[config.mk]
export PLATFORM = sky130hd
export DESIGN_NAME = ned_seq
export DESIGN_NICKNAME = d
export VERILOG_FILES = /design/src/rtl/ned_pkg.sv /design/src/rtl/ned_seq.sv
export SDC_FILE = /design/constraint.sdc
export NUM_CORES = 1
export LEC_CHECK = 0
export ABC_AREA = 1
export BUFFER_PORTS_ARGS = -buffer_cell sky130_fd_sc_hd__buf_2
export CORE_AREA = 2 2 127 129
export DETAILED_ROUTE_END_ITERATION = 10
export DIE_AREA = 0 0 129 131
export MAX_ROUTING_LAYER = met4
export PLACE_DENSITY_LB_ADDON = 0.15
export SETUP_SLACK_MARGIN = 0.05
export SLEW_MARGIN = 10
export SYNTH_ARGS = -nofsm -noshare
export SYNTH_HDL_FRONTEND = slang
export SYNTH_SLANG_ARGS = --single-unit
[constraint.sdc]
create_clock -name clk -period 8.8 [get_ports clk]
set_input_delay 0.88 -clock clk [delete_from_list [all_inputs] [get_ports clk]]
set_output_delay 0.88 -clock clk [all_outputs]
set_load 0.01 [all_outputs]
[src/rtl/ned_pkg.sv]
`timescale 1ns / 1ps

package ned_pkg;

    // Line store geometry
    localparam int MAX_WIDTH = 2048;
    localparam int ADDR_W    = $clog2(MAX_WIDTH);
    // Effective width plus one and the pending count reach MAX_WIDTH + 1
    localparam int EW        = $clog2(MAX_WIDTH + 2);

    // Register field widths
    localparam int WIDTH_W   = 12;
    localparam int HEIGHT_W  = 16;
    localparam int THR_W     = 10;
    localparam int THR_SQ_W  = 2 * THR_W;

    localparam int CH_W      = 8;
    localparam int SUM_W     = 2 * CH_W + 2;
    localparam int MIN_COUNT = 3;
    localparam int NBR       = 8;
    localparam int CNT_W     = $clog2(NBR + 1);

    // Result queue
    localparam int FIFO_DEPTH = 8;
    localparam int FIFO_AW    = $clog2(FIFO_DEPTH);
    localparam int CREDIT_W   = $clog2(FIFO_DEPTH + 1);

    // APB register map
    localparam int PADDR_W = 4;
    localparam int PDATA_W = 32;
    localparam logic [1:0] REG_FRAME_WIDTH  = 2'd0;
    localparam logic [1:0] REG_FRAME_HEIGHT = 2'd1;
    localparam logic [1:0] REG_THRESHOLD    = 2'd2;

    localparam logic [WIDTH_W-1:0]  WIDTH_RESET     = 12'd640;
    localparam logic [HEIGHT_W-1:0] HEIGHT_RESET    = 16'd480;
    localparam logic [THR_W-1:0]    THRESHOLD_RESET = 10'd32;

    typedef struct packed {
        logic [CH_W-1:0] r;
        logic [CH_W-1:0] g;
        logic [CH_W-1:0] b;
    } pixel_t;

    localparam int PIX_W = $bits(pixel_t);

    typedef struct packed {
        logic [EW-1:0]       w_eff;
        logic [HEIGHT_W-1:0] h_eff;
    } frame_cfg_t;

    // Item handed from the position sequencer to the window stage
    typedef struct packed {
        logic              valid;
        logic              is_pixel;   // shift window, update line stores
        logic              result;     // produces a result transaction
        logic              from_ram;   // drain result read from newer row store
        logic              eval;       // interior pixel: run neighbour test
        logic              last;
        logic [ADDR_W-1:0] col;
        pixel_t            pix;
    } seq_item_t;

    typedef struct packed {
        logic   result;
        logic   eval;
        logic   last;
        pixel_t pix;
    } stage_t;

    typedef struct packed {
        pixel_t pix;
        logic   kept;
        logic   last;
    } result_t;

    function automatic logic [EW-1:0] eff_width(input logic [WIDTH_W-1:0] w);
        logic [EW-1:0] res;
        if (w < WIDTH_W'(3))
        begin
            res = EW'(3);
        end
        else if (EW'(w) > EW'(MAX_WIDTH))
        begin
            res = EW'(MAX_WIDTH);
        end
        else
        begin
            res = EW'(w);
        end
        return res;
    endfunction

    function automatic logic [HEIGHT_W-1:0] eff_height(input logic [HEIGHT_W-1:0] h);
        logic [HEIGHT_W-1:0] res;
        res = (h < HEIGHT_W'(3)) ? HEIGHT_W'(3) : h;
        return res;
    endfunction

    // Squared RGB distance between two pixels
    function automatic logic [SUM_W-1:0] sq_dist(input pixel_t a, input pixel_t c);
        logic [CH_W-1:0]   dr;
        logic [CH_W-1:0]   dg;
        logic [CH_W-1:0]   db;
        logic [2*CH_W-1:0] sr;
        logic [2*CH_W-1:0] sg;
        logic [2*CH_W-1:0] sb;
        dr = (a.r > c.r) ? (a.r - c.r) : (c.r - a.r);
        dg = (a.g > c.g) ? (a.g - c.g) : (c.g - a.g);
        db = (a.b > c.b) ? (a.b - c.b) : (c.b - a.b);
        sr = (2*CH_W)'(dr) * (2*CH_W)'(dr);
        sg = (2*CH_W)'(dg) * (2*CH_W)'(dg);
        sb = (2*CH_W)'(db) * (2*CH_W)'(db);
        return SUM_W'(sr) + SUM_W'(sg) + SUM_W'(sb);
    endfunction

endpackage

[src/rtl/ned_seq.sv]
`timescale 1ns / 1ps

module ned_seq import ned_pkg::*; (
    input  logic              clk,
    input  logic              rst_n,
    input  frame_cfg_t        cfg,
    input  logic              restart,
    input  logic              in_valid,
    input  logic              in_stall,
    input  pixel_t            in_pix,
    input  logic              in_drain,
    output logic [ADDR_W-1:0] raddr,
    output logic              take,
    output seq_item_t         item
);

    logic [ADDR_W-1:0]   col_reg, col_next;
    logic [HEIGHT_W-1:0] row_reg, row_next;
    logic [EW-1:0]       pend_reg, pend_next;
    seq_item_t           item_reg, item_next;

    logic                accept;
    logic                frame_over;
    logic [ADDR_W-1:0]   x;
    logic [HEIGHT_W-1:0] y;
    logic [EW-1:0]       pend;
    logic [EW-1:0]       w_plus1;
    logic                emit;
    logic [EW-1:0]       col_inc;
    logic                drain_ok;
    logic                drain_full;
    logic [EW-1:0]       pend_d;
    logic [EW-1:0]       drain_addr;

    assign accept  = in_valid && !in_stall;
    assign w_plus1 = cfg.w_eff + EW'(1);

    always_comb
    begin
        frame_over = (row_reg >= cfg.h_eff) || (EW'(col_reg) >= cfg.w_eff);
        x          = frame_over ? '0 : col_reg;
        y          = frame_over ? '0 : row_reg;
        pend       = frame_over ? '0 : pend_reg;
        emit       = (pend >= w_plus1);
        col_inc    = EW'(x) + EW'(1);

        drain_ok   = (row_reg >= cfg.h_eff) && (pend_reg != '0);
        drain_full = (pend_reg >= w_plus1);
        pend_d     = drain_full ? w_plus1 : pend_reg;
        drain_addr = cfg.w_eff - pend_reg;

        col_next  = col_reg;
        row_next  = row_reg;
        pend_next = pend_reg;

        item_next          = '0;
        item_next.pix      = in_pix;
        item_next.col      = x;
        item_next.is_pixel = !in_drain;

        if (in_drain)
        begin
            raddr = drain_addr[ADDR_W-1:0];
        end
        else
        begin
            raddr = x;
        end

        if (restart)
        begin
            col_next  = '0;
            row_next  = '0;
            pend_next = '0;
        end
        else if (accept && in_drain)
        begin
            if (drain_ok)
            begin
                item_next.valid    = 1'b1;
                item_next.result   = 1'b1;
                item_next.from_ram = !drain_full;
                item_next.last     = (pend_d == EW'(1));
                pend_next          = pend_d - EW'(1);
                if (pend_d == EW'(1))
                begin
                    col_next = '0;
                    row_next = '0;
                end
            end
        end
        else if (accept)
        begin
            item_next.valid  = 1'b1;
            item_next.result = emit;
            item_next.eval   = emit && (y >= HEIGHT_W'(2)) && (x >= ADDR_W'(2));
            pend_next        = emit ? pend : pend + EW'(1);
            if (col_inc >= cfg.w_eff)
            begin
                col_next = '0;
                row_next = y + HEIGHT_W'(1);
            end
            else
            begin
                col_next = col_inc[ADDR_W-1:0];
                row_next = y;
            end
        end
    end

    always_ff @(posedge clk or negedge rst_n)
    begin
        if (!rst_n)
        begin
            col_reg  <= '0;
            row_reg  <= '0;
            pend_reg <= '0;
            item_reg <= '0;
        end
        else
        begin
            col_reg  <= col_next;
            row_reg  <= row_next;
            pend_reg <= pend_next;
            item_reg <= item_next;
        end
    end

    assign take = item_next.valid && item_next.result;
    assign item = item_reg;

endmodule

==> results of run 1 <==
worst min path at each step:
stage	start	to	slack, ns	cells after the start
after global placement	col_reg[0]	col_reg[0]	0.46	2
after global routing	rst_n	item[27]	0.48	1
after CTS	rst_n	item[27]	0.46	1
final	rst_n	col_reg[2]	0.46	1
after detailed placement	col_reg[0]	col_reg[0]	0.47	2
after floorplan	col_reg[0]	col_reg[0]	0.44	2
cell families (layout without fill, tap and decap cells):
| logic type | Yosys count | count (layout) | synth area share (%) |
|---|---|---|---|
| xor+xnor | 16 | 16 | 2.04 |
| fa+ha+maj | 81 | 81 | 14.8 |
| simple gates | 542 | 542 | 35.4 |
| compound gates | 102 | 102 | 8.65 |
| flops | 80 | 80 | 29.1 |
| buf+inv | 171 | 285 | 10.0 |
per-stage QoR:
step | total power, mW | utilization [%] | area, um^2 | setup WS [ns]
finish | 0.967 | 51.1 | 7970 | 3.11
global route | 1.01 | 51.1 | 7970 | 2.56
CTS | 0.978 | 51.1 | 7970 | 3.19
detailed placement | 0.542 | 48.9 | 7630 | 2.79
global placement | 0.541 | 48.9 | 7630 | 3.03
floorplan | 0.481 | - | 6880 | 4.36
placed cells by master (no fill, tap or decap), types with 4 or more instances in the layout:
cell type	count
sky130_fd_sc_hd__a21o_1	4
sky130_fd_sc_hd__a21oi_1	29
sky130_fd_sc_hd__buf_2	109
sky130_fd_sc_hd__clkbuf_16	9
sky130_fd_sc_hd__dfrtp_1	80
sky130_fd_sc_hd__ha_1	80
sky130_fd_sc_hd__inv_1	149
sky130_fd_sc_hd__inv_2	6
sky130_fd_sc_hd__nand2_1	290
sky130_fd_sc_hd__nand2_2	4
sky130_fd_sc_hd__nand3_1	78
sky130_fd_sc_hd__nand3b_1	4
sky130_fd_sc_hd__nand4_1	32
sky130_fd_sc_hd__nor2_1	82
sky130_fd_sc_hd__nor2_2	16
sky130_fd_sc_hd__nor2_4	6
sky130_fd_sc_hd__nor3_1	10
sky130_fd_sc_hd__nor3_2	4
sky130_fd_sc_hd__nor4_1	6
sky130_fd_sc_hd__o211ai_1	5
sky130_fd_sc_hd__o21a_1	6
sky130_fd_sc_hd__o21ai_0	33
sky130_fd_sc_hd__o21ai_1	6
sky130_fd_sc_hd__o21bai_1	6
sky130_fd_sc_hd__xnor2_1	4
sky130_fd_sc_hd__xor2_1	12
power by group through the flow:
stage	sequential (mW)	combinational, mW	clock [mW]
floorplan	0.389	0.0925	0
global placement	0.386	0.155	0
detailed placement	0.386	0.156	0
CTS	0.379	0.157	0.442
global route	0.380	0.178	0.453
finish	0.379	0.156	0.432
metal layers:
layer	wire (um)	vias to the layer above
li1	-	3430
met1	9070	2988
met2	8710	192
met3	990	24
met4	306	0
met5	0	-
cell usage after synthesis, drive strengths merged (7+ instances only):
master,n
a21oi,31
buf,9
dfrtp,80
ha,80
inv,155
nand2,296
nand3,80
nand4,34
nor2,104
nor3,14
nor4,7
o21ai,40
xor2,12
worst max-delay path, delay by kind of cell:
kind	cells	cell delay [ns]
fa+ha+maj	2	0.50
simple gates	18	3.08
buf+inv	6	0.62
compound gates	2	0.88
cell type report:
class                           count  area, um^2
Fill cell                        1595        7630
Multi-Input combinational cell    741        4200
Sequential cell                    80        2000
Inverter                          157         589
Timing Repair Buffer              112         568
Tap cell                          216         270
Clock buffer                        9         225
Clock inverter                      7         109
==> flow_summary.html, run 1 <==
<table>
<tr><th>Metric</th><th>Value</th></tr>
<tr><th colspan="2">Route</th></tr>
<tr><td>Mean routed wirelength per cell</td><td>14.4 um</td></tr>
<tr><td>Iteration-0 DRC Markers</td><td>580</td></tr>
<tr><td>Detailed-route DRC error count</td><td>0</td></tr>
<tr><td>Aggregate routed wire length</td><td>about 19,000 um</td></tr>
<tr><td>Total vias in the final route</td><td>6,634</td></tr>
<tr><td>Pre-Repair DR Iteration Count</td><td>6</td></tr>
<tr><td>Antenna-violating nets left</td><td>0</td></tr>
<tr><td>Routed vias/inst</td><td>about 5.0</td></tr>
<tr><th colspan="2">Yosys</th></tr>
<tr><td>Most used DFF post-synth</td><td>sky130_fd_sc_hd__dfrtp_1</td></tr>
<tr><td>Synth top area share</td><td>29.1%</td></tr>
<tr><td>Cell accounting for the most synthesized area</td><td>sky130_fd_sc_hd__dfrtp_1</td></tr>
<tr><td>Part of the Yosys area used for sequential elements</td><td>29.1%</td></tr>
<tr><td>Async set-reset flop share out of synthesis</td><td>100%</td></tr>
<tr><td>Warnings from Yosys</td><td>0</td></tr>
<tr><td>EDFF count, synth</td><td>0</td></tr>
<tr><td>Mapped Nets</td><td>~1,100</td></tr>
<tr><td>Most area-consuming cells after synthesis</td><td>sky130_fd_sc_hd__dfrtp_1 (29%), sky130_fd_sc_hd__nand2_1 (16%), sky130_fd_sc_hd__ha_1 (15%), sky130_fd_sc_hd__inv_1 (8.1%), sky130_fd_sc_hd__nand3_1 (5.7%)</td></tr>
<tr><td>Count of state elements after synthesis</td><td>80</td></tr>
<tr><td>Post-Synthesis Mean Instance Area</td><td>~7 um^2</td></tr>
<tr><td>Cell variety after synth</td><td>44</td></tr>
<tr><td>Mapped Cells</td><td>around 990</td></tr>
<tr><td>Cell Area, Synth</td><td>6880 um^2</td></tr>
<tr><th colspan="2">Worst setup path</th></tr>
<tr><td>Classification of the worst setup path</td><td>primary input to flip-flop</td></tr>
<tr><td>Slowest stage delay, CP</td><td>between 0.9 and 1 ns</td></tr>
<tr><td>Worst-path maximum fanout</td><td>24</td></tr>
<tr><td>Cell with the largest stage delay on the worst path</td><td>sky130_fd_sc_hd__nor4_2</td></tr>
<tr><td>Most Frequent Cell on Critical Path</td><td>sky130_fd_sc_hd__nand2_1</td></tr>
<tr><td>Kind of end point of the critical path</td><td>flip-flop</td></tr>
<tr><td>Depth of the most critical reg-to-reg path</td><td>26</td></tr>
<tr><td>Critical Path Source</td><td>cfg[3]</td></tr>
<tr><td>Worst setup path endpoint</td><td>col_reg[9]</td></tr>
<tr><td>Arrival @ worst endpoint</td><td>roughly 6.0 ns</td></tr>
<tr><td>Worst reg2reg path startpoint</td><td>row_reg[3]</td></tr>
<tr><td>Startpoint type of the worst setup path</td><td>primary input</td></tr>
<tr><td>FF-to-FF End</td><td>col_reg[9]</td></tr>
<tr><td>Setup slack of the most critical reg-to-reg path</td><td>between 3 and 4 ns</td></tr>
<tr><td>Critical path data required time</td><td>9.09 ns</td></tr>
<tr><th colspan="2">Place</th></tr>
<tr><td>Final weighted congestion of routability-driven global placement</td><td>0.936</td></tr>
<tr><td>Number of I/O port buffers</td><td>110</td></tr>
<tr><td>Half-perimeter wire length after detailed placement</td><td>around 15,000 um</td></tr>
<tr><td>Total instance count after detailed placement</td><td>1,306</td></tr>
<tr><th colspan="2">CTS</th></tr>
<tr><td>Skew-Pair Late Insertion Delay</td><td>roughly 0.37 ns</td></tr>
<tr><td>Number of levels in the clock H-tree</td><td>3</td></tr>
<tr><td>PostCTS Resize Cnt</td><td>0</td></tr>
<tr><td>CTS Root Cell</td><td>sky130_fd_sc_hd__clkbuf_16</td></tr>
<tr><td>Maximum count of clock buffers along a single path</td><td>2</td></tr>
<tr><td>Post-CTS setup buffers</td><td>0</td></tr>
<tr><td>Clock tree from TritonCTS</td><td>yes</td></tr>
<tr><td>Clk sink count</td><td>80</td></tr>
<tr><td>Clock transition at the register clock pins on the worst setup and hold paths after CTS</td><td>around 0.070 ns</td></tr>
<tr><td>Cts-stage hold buffer count</td><td>0</td></tr>
<tr><td>Number of buffers created by CTS</td><td>9</td></tr>
<tr><th colspan="2">Floorplanning</th></tr>
<tr><td>Die outline area</td><td>about 17,000 um^2</td></tr>
<tr><td>Number of core rows</td><td>46</td></tr>
<tr><td>Floorplan core area</td><td>between 15,000 and 20,000 um^2</td></tr>
<tr><td>Die X</td><td>between 100 and 150 um</td></tr>
<tr><td>Initial core utilization</td><td>44.1%</td></tr>
<tr><td>I/O pin total</td><td>between 100 and 150</td></tr>
<tr><td>Y dimension of the die</td><td>around 130 um</td></tr>
<tr><th colspan="2">STA</th></tr>
<tr><td>Final hold violation count</td><td>0</td></tr>
<tr><td>Final Slew Violations</td><td>0</td></tr>
<tr><td>Least-Margin Pin Slew</td><td>roughly 1.1 ns</td></tr>
<tr><td>Sum of negative setup slack</td><td>0 ns</td></tr>
<tr><td>Final critical path time including I/O delays and setup</td><td>approximately 5.7 ns</td></tr>
<tr><td>Period utilisation layout</td><td>around 65%</td></tr>
<tr><td>Worst rel slew slack</td><td>approximately 25%</td></tr>
<tr><td>Setup repair after global routing missed its margin</td><td>no</td></tr>
<tr><td>Max Fclk</td><td>between 150 and 200 MHz</td></tr>
<tr><td>Min Hold Slack</td><td>0.455 ns</td></tr>
<tr><td># setup viols final</td><td>0</td></tr>
<tr><td>Worst setup skew after layout</td><td>0.0149 ns</td></tr>
<tr><th colspan="2">Layout</th></tr>
<tr><td>Non-Filler Instances</td><td>~1,300</td></tr>
<tr><td>Max FFs per register</td><td>a little over 40</td></tr>
<tr><td>Fraction of final layout cells with drive strength greater than 1</td><td>~16%</td></tr>
<tr><td>Layout-stage area growth over the synthesis result</td><td>15.7%</td></tr>
<tr><td>Number of nets in the final layout</td><td>~1,200</td></tr>
<tr><td>Antenna diode count</td><td>0</td></tr>
<tr><th colspan="2">GRT</th></tr>
<tr><td>Global-route wire length before repair</td><td>~31,000 um</td></tr>
<tr><td>Met2 routing resource usage after global routing</td><td>between 30% and 40%</td></tr>
<tr><td>Overall routing resource usage</td><td>between 20% and 30%</td></tr>
<tr><td>Vias in the first global route</td><td>a little over 6,000</td></tr>
<tr><td>Met1 track demand over resource</td><td>a little under a third</td></tr>
<tr><td>Aggregate global routing overflow</td><td>0</td></tr>
<tr><td>Most Crowded Layer GR</td><td>met2</td></tr>
<tr><td>M3 GR Usage</td><td>about 3.4%</td></tr>
<tr><td>Pin count of the biggest net entering global routing</td><td>52</td></tr>
<tr><td>Initial antenna violation count</td><td>0</td></tr>
<tr><th colspan="2">Pwr</th></tr>
<tr><td>Maximum resistive drop on vdd</td><td>about 0.091 mV</td></tr>
<tr><td>Leakage dissipation</td><td>around 4.5 nW</td></tr>
<tr><td>Switching Share</td><td>between 20% and 30%</td></tr>
<tr><td>Clock network fraction of design power</td><td>between 40% and 50%</td></tr>
<tr><td>Part of the total power dissipated in combinational logic</td><td>roughly 16%</td></tr>
<tr><td>Total internal power</td><td>0.686 mW</td></tr>
<tr><td>Total power per unit cell area</td><td>about 120 nW/um^2</td></tr>
<tr><td>Sequential group share of total power</td><td>between 30 and 40%</td></tr>
<tr><td>Net switching power</td><td>0.281 mW</td></tr>
<tr><th colspan="2">Hold path</th></tr>
<tr><td>Min-delay worst type</td><td>primary input to async pin</td></tr>
<tr><th colspan="2">Flow run</th></tr>
<tr><td>Number of max-capacitance violations reported</td><td>0</td></tr>
<tr><th colspan="2">Outcome</th></tr>
<tr><td>Outcome</td><td>finished, final reports clean</td></tr>
</table>
Power figures use the tool's default switching activity.
==> run 2, diff against run 1 <==
Settings changed: ABC_AREA 1 to 0, CORE_AREA 2 2 127 129 to 2 2 122 124, DIE_AREA 0 0 129 131 to 0 0 124 126.
Clock period 8.8 ns to 5.5 ns, I/O delays scaled along.
==> run 2 against run 1 <==
Effect of this change:
- first-iteration DRC count is 38% lower
- power up 54%
- synthesized area down 8.6%
- wire length fell by 3.8%
- critical path depth fell by 13
- clock power grew 46%
- largest cell class unchanged
==> flow_summary.html, run 2 <==
<table>
<tr><th>Metric</th><th>Value</th></tr>
<tr><th colspan="2">GRT</th></tr>
<tr><td>Vias in the first global route</td><td>5,752 (-6.6%)</td></tr>
<tr><td>Overall routing resource usage</td><td>24.8% (+0.85 points)</td></tr>
<tr><td>Aggregate global routing overflow</td><td>0 (unchanged)</td></tr>
<tr><td>Global-route wire length before repair</td><td>29,300 um (-4.5%)</td></tr>
<tr><td>Initial antenna violation count</td><td>0 (unchanged)</td></tr>
<tr><td>Pin count of the biggest net entering global routing</td><td>81 (+56%)</td></tr>
<tr><th colspan="2">Yosys</th></tr>
<tr><td>Cell accounting for the most synthesized area</td><td>sky130_fd_sc_hd__dfrtp_1</td></tr>
<tr><td>Warnings from Yosys</td><td>0 (unchanged)</td></tr>
<tr><td>Part of the Yosys area used for sequential elements</td><td>31.8% (+2.7 points)</td></tr>
<tr><td>EDFF count, synth</td><td>0 (unchanged)</td></tr>
<tr><td>Most area-consuming cells after synthesis</td><td>sky130_fd_sc_hd__dfrtp_1 (32%), sky130_fd_sc_hd__ha_1 (16%), sky130_fd_sc_hd__xnor2_1 (4.5%), sky130_fd_sc_hd__nor2_1 (3.7%), sky130_fd_sc_hd__nand2_1 (3.6%)</td></tr>
<tr><td>Synth top area share</td><td>31.8% (+2.7 points)</td></tr>
<tr><td>Ranking of synthesized cells by instance count</td><td>sky130_fd_sc_hd__dfrtp_1 (80), sky130_fd_sc_hd__ha_1 (80), sky130_fd_sc_hd__nor2_1 (62)</td></tr>
<tr><td>Mapped Nets</td><td>877 (-22%)</td></tr>
<tr><td>Async set-reset flop share out of synthesis</td><td>100% (unchanged)</td></tr>
<tr><td>Most used DFF post-synth</td><td>sky130_fd_sc_hd__dfrtp_1</td></tr>
<tr><td>Cell Area, Synth</td><td>6290 um^2 (-8.6%)</td></tr>
<tr><td>Count of state elements after synthesis</td><td>80 (unchanged)</td></tr>
<tr><td>Post-Synthesis Mean Instance Area</td><td>8.52 um^2 (+23%)</td></tr>
<tr><td>Cell variety after synth</td><td>65 (+48%)</td></tr>
<tr><td>Mapped Cells</td><td>738 (-26%)</td></tr>
<tr><th colspan="2">Pwr</th></tr>
<tr><td>Post-layout total power</td><td>1.49 mW (+54%)</td></tr>
<tr><td>Leakage dissipation</td><td>3.72 nW (-18%)</td></tr>
<tr><td>Maximum resistive drop on vdd</td><td>0.144 mV (+58%)</td></tr>
<tr><td>Total power per unit cell area</td><td>202 nW/um^2 (+66%)</td></tr>
<tr><th colspan="2">Layout</th></tr>
<tr><td>Area occupied by registers</td><td>2000 um^2 (unchanged)</td></tr>
<tr><td>Non-Filler Instances</td><td>1,031 (-22%)</td></tr>
<tr><td>Design Area, Final</td><td>7360 um^2 (-7.6%)</td></tr>
<tr><td>Layout-stage area growth over the synthesis result</td><td>17.0%</td></tr>
<tr><td>Commonest cells after routing, fill and taps aside</td><td>sky130_fd_sc_hd__buf_2 (109), sky130_fd_sc_hd__ha_1 (80), sky130_fd_sc_hd__dfrtp_1 (80)</td></tr>
<tr><td>Filler cell count</td><td>1,432 (-10%)</td></tr>
<tr><td>Fraction of final layout cells with drive strength greater than 1</td><td>17.5% (+1.6 points)</td></tr>
<tr><td>Antenna diode count</td><td>0 (unchanged)</td></tr>
<tr><td>Max FFs per register</td><td>41 (unchanged)</td></tr>
<tr><td>Commonest non-fill, non-tap cell in the layout</td><td>sky130_fd_sc_hd__buf_2</td></tr>
<tr><td>Post-layout utilization of the core</td><td>51.4% (+0.35 points)</td></tr>
<tr><td>Combined area of the multi-input logic cells</td><td>3970 um^2 (-5.6%)</td></tr>
<tr><td>Number of nets in the final layout</td><td>981 (-21%)</td></tr>
<tr><th colspan="2">Worst setup path</th></tr>
<tr><td>Critical Path Source</td><td>col_reg[5]</td></tr>
<tr><td>Worst reg2reg path startpoint</td><td>col_reg[5]</td></tr>
<tr><td>Setup slack of the most critical reg-to-reg path</td><td>0.82 ns (-2.47 ns)</td></tr>
<tr><td>Startpoint type of the worst setup path</td><td>flip-flop</td></tr>
<tr><td>Critical path data required time</td><td>4.95 ns (-4.14 ns)</td></tr>
<tr><td>Worst-path maximum fanout</td><td>15 (-38%)</td></tr>
<tr><td>Depth of the most critical reg-to-reg path</td><td>19 (-27%)</td></tr>
<tr><td>FF-to-FF End</td><td>row_reg[15]</td></tr>
<tr><td>Worst setup path endpoint</td><td>take</td></tr>
<tr><td>Classification of the worst setup path</td><td>flip-flop to output port</td></tr>
<tr><td>Arrival @ worst endpoint</td><td>4.20 ns (-1.78 ns)</td></tr>
<tr><td>Kind of end point of the critical path</td><td>output port</td></tr>
<tr><th colspan="2">Place</th></tr>
<tr><td>Final weighted congestion of routability-driven global placement</td><td>0.993 (+6.2%)</td></tr>
<tr><td>Number of I/O port buffers</td><td>110 (unchanged)</td></tr>
<tr><td>Placed instance area</td><td>7050 um^2 (-7.6%)</td></tr>
<tr><td>Total instance count after detailed placement</td><td>1,015 (-22%)</td></tr>
<tr><td>Pre-CTS worst setup slack</td><td>0.527 ns (-2.27 ns)</td></tr>
<tr><td>Half-perimeter wire length after detailed placement</td><td>14,200 um (-6.3%)</td></tr>
<tr><th colspan="2">Route</th></tr>
<tr><td>Aggregate routed wire length</td><td>18,300 um (-3.8%)</td></tr>
<tr><td>Iteration-0 DRC Markers</td><td>360 (-38%)</td></tr>
<tr><td>Pre-Repair DR Iteration Count</td><td>5 (-1)</td></tr>
<tr><td>Detailed-route DRC error count</td><td>0 (unchanged)</td></tr>
<tr><td>Antenna-violating nets left</td><td>0 (unchanged)</td></tr>
<tr><td>Total vias in the final route</td><td>5,890 (-11%)</td></tr>
<tr><td>Routed vias/inst</td><td>5.71 (+14%)</td></tr>
<tr><td>Mean routed wirelength per cell</td><td>17.8 um (+23%)</td></tr>
<tr><th colspan="2">STA</th></tr>
<tr><td>Max Fclk</td><td>~210 MHz</td></tr>
<tr><td>Final hold violation count</td><td>0 (unchanged)</td></tr>
<tr><td>Post-route worst setup slack</td><td>0.747 ns (-2.36 ns)</td></tr>
<tr><td>Least-Margin Pin Slew</td><td>1.06 ns (-0.0541 ns)</td></tr>
<tr><td>Final critical path time including I/O delays and setup</td><td>between 4 and 5 ns</td></tr>
<tr><td>Worst setup skew after layout</td><td>0.00792 ns (-0.00701 ns)</td></tr>
<tr><td>Period utilisation layout</td><td>between 80% and 90%</td></tr>
<tr><td>Final Slew Violations</td><td>0 (unchanged)</td></tr>
<tr><td>Worst rel slew slack</td><td>29.1% (+4.0 points)</td></tr>
<tr><td>Setup repair after global routing missed its margin</td><td>no</td></tr>
<tr><td>Sum of negative setup slack</td><td>0 ns (unchanged)</td></tr>
<tr><td>Min Hold Slack</td><td>0.309 ns (-0.147 ns)</td></tr>
<tr><td># setup viols final</td><td>0 (unchanged)</td></tr>
<tr><th colspan="2">Floorplanning</th></tr>
<tr><td>Y dimension of the die</td><td>126 um (-3.8%)</td></tr>
<tr><td>Floorplan core area</td><td>14,300 um^2 (-8.2%)</td></tr>
<tr><td>Number of core rows</td><td>44 (-4.3%)</td></tr>
<tr><td>Initial core utilization</td><td>43.9% (-0.18 points)</td></tr>
<tr><td>Die outline area</td><td>15,600 um^2 (-7.5%)</td></tr>
<tr><td>I/O pin total</td><td>111 (unchanged)</td></tr>
<tr><td>Die X</td><td>124 um (-3.9%)</td></tr>
<tr><th colspan="2">CTS</th></tr>
<tr><td>Cts-stage hold buffer count</td><td>0 (unchanged)</td></tr>
<tr><td>Number of buffers created by CTS</td><td>9 (unchanged)</td></tr>
<tr><td>PostCTS Resize Cnt</td><td>0 (unchanged)</td></tr>
<tr><td>Clk sink count</td><td>80 (unchanged)</td></tr>
<tr><td>Number of levels in the clock H-tree</td><td>3 (unchanged)</td></tr>
<tr><td>Clock tree from TritonCTS</td><td>yes</td></tr>
<tr><td>Post-CTS setup buffers</td><td>0 (unchanged)</td></tr>
<tr><td>Skew-Pair Late Insertion Delay</td><td>0.35 ns (-0.02 ns)</td></tr>
<tr><td>Maximum count of clock buffers along a single path</td><td>2 (unchanged)</td></tr>
<tr><td>Clock transition at the register clock pins on the worst setup and hold paths after CTS</td><td>0.06 ns (about the same)</td></tr>
<tr><td>CTS Root Cell</td><td>sky130_fd_sc_hd__clkbuf_16</td></tr>
<tr><th colspan="2">Hold path</th></tr>
<tr><td>Min-delay worst type</td><td>primary input to flip-flop</td></tr>
<tr><th colspan="2">Outcome</th></tr>
<tr><td>Outcome</td><td>finished, final reports clean</td></tr>
<tr><th colspan="2">Flow run</th></tr>
<tr><td>Number of max-capacitance violations reported</td><td>0 (unchanged)</td></tr>
</table>
==> run 2: worst min path at each step <==
stage | from | end | slack [ns] | depth (start not counted)
after CTS | in_pix[11] | item[11] | 0.30 | 1
after floorplan | rst_n | col_reg[0] | 0.25 | 0
after global routing | in_pix[6] | item[6] | 0.29 | 1
after global placement | row_reg[0] | row_reg[0] | 0.53 | 1
final | in_pix[15] | item[15] | 0.31 | 1
after detailed placement | row_reg[0] | row_reg[0] | 0.54 | 1
==> run 2: power by group <==
part	internal (mW)	leakage (nW)	switching, mW
clock	0.361	0.146	0.268
combinational	0.0976	2.51	0.150
sequential	0.601	1.06	0.00839
total	1.06	3.72	0.426
==> run 2: cell families (layout without fill, tap and decap cells) <==
group,count (synthesis),in the layout,share of synthesized area [%]
buf+inv,83,192,5.23
xor+xnor,44,44,6.13
mux,9,9,1.67
fa+ha+maj,81,81,16.2
simple gates,258,258,20.3
compound gates,183,183,18.6
flops,80,80,31.8
==> run 2: final cells by class <==
class / count / share of cell area, %
multi-input cells: 575 / 53.9
inverters: 56 / 2.86
well taps: 184 / 3.13
flip-flops and latches: 80 / 27.2
clock inverters: 7 / 1.16
repair buffers: 120 / 8.70
clock buffers: 9 / 3.06
==> run 2: worst max-delay path, stage by stage, from the launching register on <==
cell and delay [ns]:
sky130_fd_sc_hd__dfrtp_1 0.48, sky130_fd_sc_hd__ha_1 0.34, sky130_fd_sc_hd__a21o_1 0.19, sky130_fd_sc_hd__a21o_1 0.18, sky130_fd_sc_hd__a2111oi_0 0.44, sky130_fd_sc_hd__o31a_1 0.25
sky130_fd_sc_hd__o21ai_2 0.23, sky130_fd_sc_hd__nor2_1 0.34, sky130_fd_sc_hd__ha_1 0.22, sky130_fd_sc_hd__o21ai_0 0.09, sky130_fd_sc_hd__a21oi_1 0.13, sky130_fd_sc_hd__o31ai_1 0.09
sky130_fd_sc_hd__a221oi_1 0.45, sky130_fd_sc_hd__buf_12 0.20, sky130_fd_sc_hd__o21a_1 0.11, sky130_fd_sc_hd__buf_2 0.12
==> run 2: routing by layer <==
layer  GRT usage, %  wire (um)  up-vias  share of wire [%]
met2           40.0       8650      203                 47
met3           3.58       1070       42                5.8
li1               -          -     2866                  -
met1           31.4       8140     2779                 44
met4           9.45        497        0                2.7
met5              -          0        -                  0
==> run 3, diff against run 2 <==
Settings changed: RECOVER_POWER from default to 50.
Clock period 5.5 ns to 5 ns, I/O delays scaled along.
==> run 3 against run 2 <==
Effect of this change:
- the run now ends with capacitance limit, slew limit left
- flip-flop and latch count unchanged
- critical endpoint unchanged
- power is 9.9% higher
- wire length rose by 0.34%
- highest routed layer unchanged
- design area rose by 0.70%
==> flow_summary.html, run 3 (synthesized netlist as in run 2, its figures left out) <==
<table>
<tr><th>Metric</th><th>Value</th></tr>
<tr><th colspan="2">Pwr</th></tr>
<tr><td>Leakage dissipation</td><td>3.75 nW (+1.1%)</td></tr>
<tr><td>Total power per unit cell area</td><td>220 nW/um^2 (+9.2%)</td></tr>
<tr><td>Post-layout total power</td><td>1.63 mW (+9.9%)</td></tr>
<tr><td>Maximum resistive drop on vdd</td><td>0.158 mV (+9.6%)</td></tr>
<tr><th colspan="2">Layout</th></tr>
<tr><td>Design Area, Final</td><td>7410 um^2 (+0.70%)</td></tr>
<tr><td>Commonest cells after routing, fill and taps aside</td><td>sky130_fd_sc_hd__buf_2 (107), sky130_fd_sc_hd__ha_1 (80), sky130_fd_sc_hd__dfrtp_1 (80)</td></tr>
<tr><td>Post-layout utilization of the core</td><td>51.8% (+0.36 points)</td></tr>
<tr><td>Number of nets in the final layout</td><td>990 (+0.92%)</td></tr>
<tr><td>Non-Filler Instances</td><td>1,040 (+0.87%)</td></tr>
<tr><td>Fraction of final layout cells with drive strength greater than 1</td><td>18.1% (+0.63 points)</td></tr>
<tr><td>Antenna diode count</td><td>0 (unchanged)</td></tr>
<tr><td>Commonest non-fill, non-tap cell in the layout</td><td>sky130_fd_sc_hd__buf_2</td></tr>
<tr><td>Max FFs per register</td><td>41 (unchanged)</td></tr>
<tr><td>Layout-stage area growth over the synthesis result</td><td>17.8%</td></tr>
<tr><th colspan="2">Floorplanning</th></tr>
<tr><td>Initial core utilization</td><td>43.9% (unchanged)</td></tr>
<tr><td>Floorplan core area</td><td>14,300 um^2 (unchanged)</td></tr>
<tr><td>Die outline area</td><td>15,600 um^2 (unchanged)</td></tr>
<tr><td>Y dimension of the die</td><td>126 um (unchanged)</td></tr>
<tr><td>I/O pin total</td><td>111 (unchanged)</td></tr>
<tr><td>Die X</td><td>124 um (unchanged)</td></tr>
<tr><td>Number of core rows</td><td>44 (unchanged)</td></tr>
<tr><th colspan="2">Route</th></tr>
<tr><td>Total vias in the final route</td><td>5,896 (+0.10%)</td></tr>
<tr><td>Aggregate routed wire length</td><td>18,400 um (+0.34%)</td></tr>
<tr><td>Iteration-0 DRC Markers</td><td>387 (+7.5%)</td></tr>
<tr><td>Antenna-violating nets left</td><td>0 (unchanged)</td></tr>
<tr><td>Mean routed wirelength per cell</td><td>17.7 um (-0.52%)</td></tr>
<tr><td>Pre-Repair DR Iteration Count</td><td>5 (unchanged)</td></tr>
<tr><td>Detailed-route DRC error count</td><td>0 (unchanged)</td></tr>
<tr><td>Routed vias/inst</td><td>5.67 (-0.76%)</td></tr>
<tr><th colspan="2">Worst setup path</th></tr>
<tr><td>Critical path data required time</td><td>4.50 ns (-0.45 ns)</td></tr>
<tr><td>Critical Path Source</td><td>row_reg[7]</td></tr>
<tr><td>Most Frequent Cell on Critical Path</td><td>sky130_fd_sc_hd__buf_4</td></tr>
<tr><td>Kind of end point of the critical path</td><td>output port</td></tr>
<tr><td>Classification of the worst setup path</td><td>flip-flop to output port</td></tr>
<tr><td>FF-to-FF End</td><td>row_reg[15]</td></tr>
<tr><td>Cell with the largest stage delay on the worst path</td><td>sky130_fd_sc_hd__dfrtp_1</td></tr>
<tr><td>Startpoint type of the worst setup path</td><td>flip-flop</td></tr>
<tr><td>Worst-path maximum fanout</td><td>10 (-5)</td></tr>
<tr><td>Worst setup path endpoint</td><td>take</td></tr>
<tr><td>Setup slack of the most critical reg-to-reg path</td><td>0.37 ns (-0.45 ns)</td></tr>
<tr><td>Slowest stage delay, CP</td><td>0.48 ns (about the same)</td></tr>
<tr><td>Arrival @ worst endpoint</td><td>4.14 ns (-0.06 ns)</td></tr>
<tr><td>Worst reg2reg path startpoint</td><td>row_reg[7]</td></tr>
<tr><td>Critical Path, Cell by Cell</td><td>ha_1, a21oi_1, o21ai_0, a221o_1, o31ai_1, buf_4, o21a_1, buf_4, and2_1, ha_1, a211oi_1, o211a_1, a221oi_1, buf_4, o21a_1, buf_2</td></tr>
<tr><td>Depth of the most critical reg-to-reg path</td><td>19 (unchanged)</td></tr>
<tr><th colspan="2">CTS</th></tr>
<tr><td>Skew-Pair Late Insertion Delay</td><td>0.35 ns (about the same)</td></tr>
<tr><td>Post-CTS setup buffers</td><td>0 (unchanged)</td></tr>
<tr><td>Maximum count of clock buffers along a single path</td><td>2 (unchanged)</td></tr>
<tr><td>Cts-stage hold buffer count</td><td>0 (unchanged)</td></tr>
<tr><td>Clk sink count</td><td>80 (unchanged)</td></tr>
<tr><td>CTS Root Cell</td><td>sky130_fd_sc_hd__clkbuf_16</td></tr>
<tr><td>Clock transition at the register clock pins on the worst setup and hold paths after CTS</td><td>0.07 ns (about the same)</td></tr>
<tr><td>Number of levels in the clock H-tree</td><td>3 (unchanged)</td></tr>
<tr><td>PostCTS Resize Cnt</td><td>0 (unchanged)</td></tr>
<tr><td>Clock tree from TritonCTS</td><td>yes</td></tr>
<tr><td>Number of buffers created by CTS</td><td>9 (unchanged)</td></tr>
<tr><th colspan="2">STA</th></tr>
<tr><td>Worst rel slew slack</td><td>-32.7% (-62 points)</td></tr>
<tr><td>Sum of negative setup slack</td><td>0 ns (unchanged)</td></tr>
<tr><td>Final hold violation count</td><td>0 (unchanged)</td></tr>
<tr><td>Final critical path time including I/O delays and setup</td><td>4.64 ns</td></tr>
<tr><td># setup viols final</td><td>0 (unchanged)</td></tr>
<tr><td>Max Fclk</td><td>~220 MHz</td></tr>
<tr><td>Final Slew Violations</td><td>81 (+81)</td></tr>
<tr><td>Setup repair after global routing missed its margin</td><td>no</td></tr>
<tr><td>Least-Margin Pin Slew</td><td>1.99 ns (+0.927 ns)</td></tr>
<tr><td>Worst setup skew after layout</td><td>0.00709 ns (-0.000830 ns)</td></tr>
<tr><td>Period utilisation layout</td><td>between 90% and 100%</td></tr>
<tr><th colspan="2">GRT</th></tr>
<tr><td>Overall routing resource usage</td><td>24.9% (+0.13 points)</td></tr>
<tr><td>Global-route wire length before repair</td><td>29,300 um (unchanged)</td></tr>
<tr><td>Pin count of the biggest net entering global routing</td><td>81 (unchanged)</td></tr>
<tr><td>Vias in the first global route</td><td>5,602 (-2.6%)</td></tr>
<tr><td>Aggregate global routing overflow</td><td>0 (unchanged)</td></tr>
<tr><td>Initial antenna violation count</td><td>0 (unchanged)</td></tr>
<tr><th colspan="2">Place</th></tr>
<tr><td>Final weighted congestion of routability-driven global placement</td><td>0.994 (about the same)</td></tr>
<tr><td>Total instance count after detailed placement</td><td>1,022 (+0.69%)</td></tr>
<tr><td>Number of I/O port buffers</td><td>110 (unchanged)</td></tr>
<tr><td>Half-perimeter wire length after detailed placement</td><td>14,300 um (+0.33%)</td></tr>
<tr><td>Placed instance area</td><td>7090 um^2 (+0.57%)</td></tr>
<tr><th colspan="2">Outcome</th></tr>
<tr><td>Outcome</td><td>finished with violations</td></tr>
<tr><td>Failing checks</td><td>capacitance limit, slew limit</td></tr>
<tr><th colspan="2">Hold path</th></tr>
<tr><td>Min-delay worst type</td><td>primary input to flip-flop</td></tr>
<tr><td>Number of stages on the worst hold path</td><td>1 (unchanged)</td></tr>
<tr><th colspan="2">Flow run</th></tr>
<tr><td>Number of max-capacitance violations reported</td><td>1 (+1)</td></tr>
</table>
==> run 3: changes by cell type in the layout (fill, tap and decap cells not counted), sizes merged <==
cell	before	now
buf	120	126
clkbuf	9	12
clkinv	2	3
clkinvlp	2	1
==> run 3: power breakdown <==
part,internal (mW),total (mW),switching [mW]
Clock,0.398,0.687,0.289
Sequential,0.661,0.670,0.00895
Combinational,0.109,0.276,0.167
==> run 3: area by class of cell <==
type	instances	area, um^2
sequential	80	2000
timing repair buffer	129	691
tap	184	230
clock buffer	9	225
clock inverter	7	86.3
inverter	56	210
fill	1367	6900
multi-input combinational	575	3970
==> run 3: worst min-delay path by stage <==
stage	startpoint	slack [ns]	end
4_1_cts	in_pix[10]	0.25	item[10]
6_report	in_pix[10]	0.26	item[10]
5_1_grt	in_pix[6]	0.24	item[6]
3_5_place_dp	row_reg[0]	0.54	row_reg[0]
2_1_floorplan	rst_n	0.20	col_reg[0]
3_3_place_gp	row_reg[0]	0.52	row_reg[0]
==> run 3: routing by layer <==
layer  GRT usage (%)  wire, um  vias to the layer above
li1                -         -                     2887
met4            8.46       473                        0
met2            39.8      8760                      197
met3            3.44       997                       35
met1            32.5      8180                     2777
met5               -         0                        -
==> run 3: per-stage QoR <==
| step | hold slack [ns] | worst slack (ns) |
|---|---|---|
| 2_1_floorplan | 0.204 | 0.232 |
| 3_3_place_gp | 0.523 | 0.270 |
| 3_5_place_dp | 0.544 | 0.178 |
| 4_1_cts | 0.246 | 0.348 |
| 5_1_grt | 0.243 | 0.0614 |
| 6_report | 0.257 | 0.356 |
==> run 3: critical path, delay by kind of cell, from the launching register on <==
| kind | cells | cell delay [ns] |
|---|---|---|
| simple gates | 1 | 0.15 |
| fa+ha+maj | 2 | 0.57 |
| flops | 1 | 0.48 |
| compound gates | 9 | 1.83 |
| buf+inv | 4 | 0.74 |
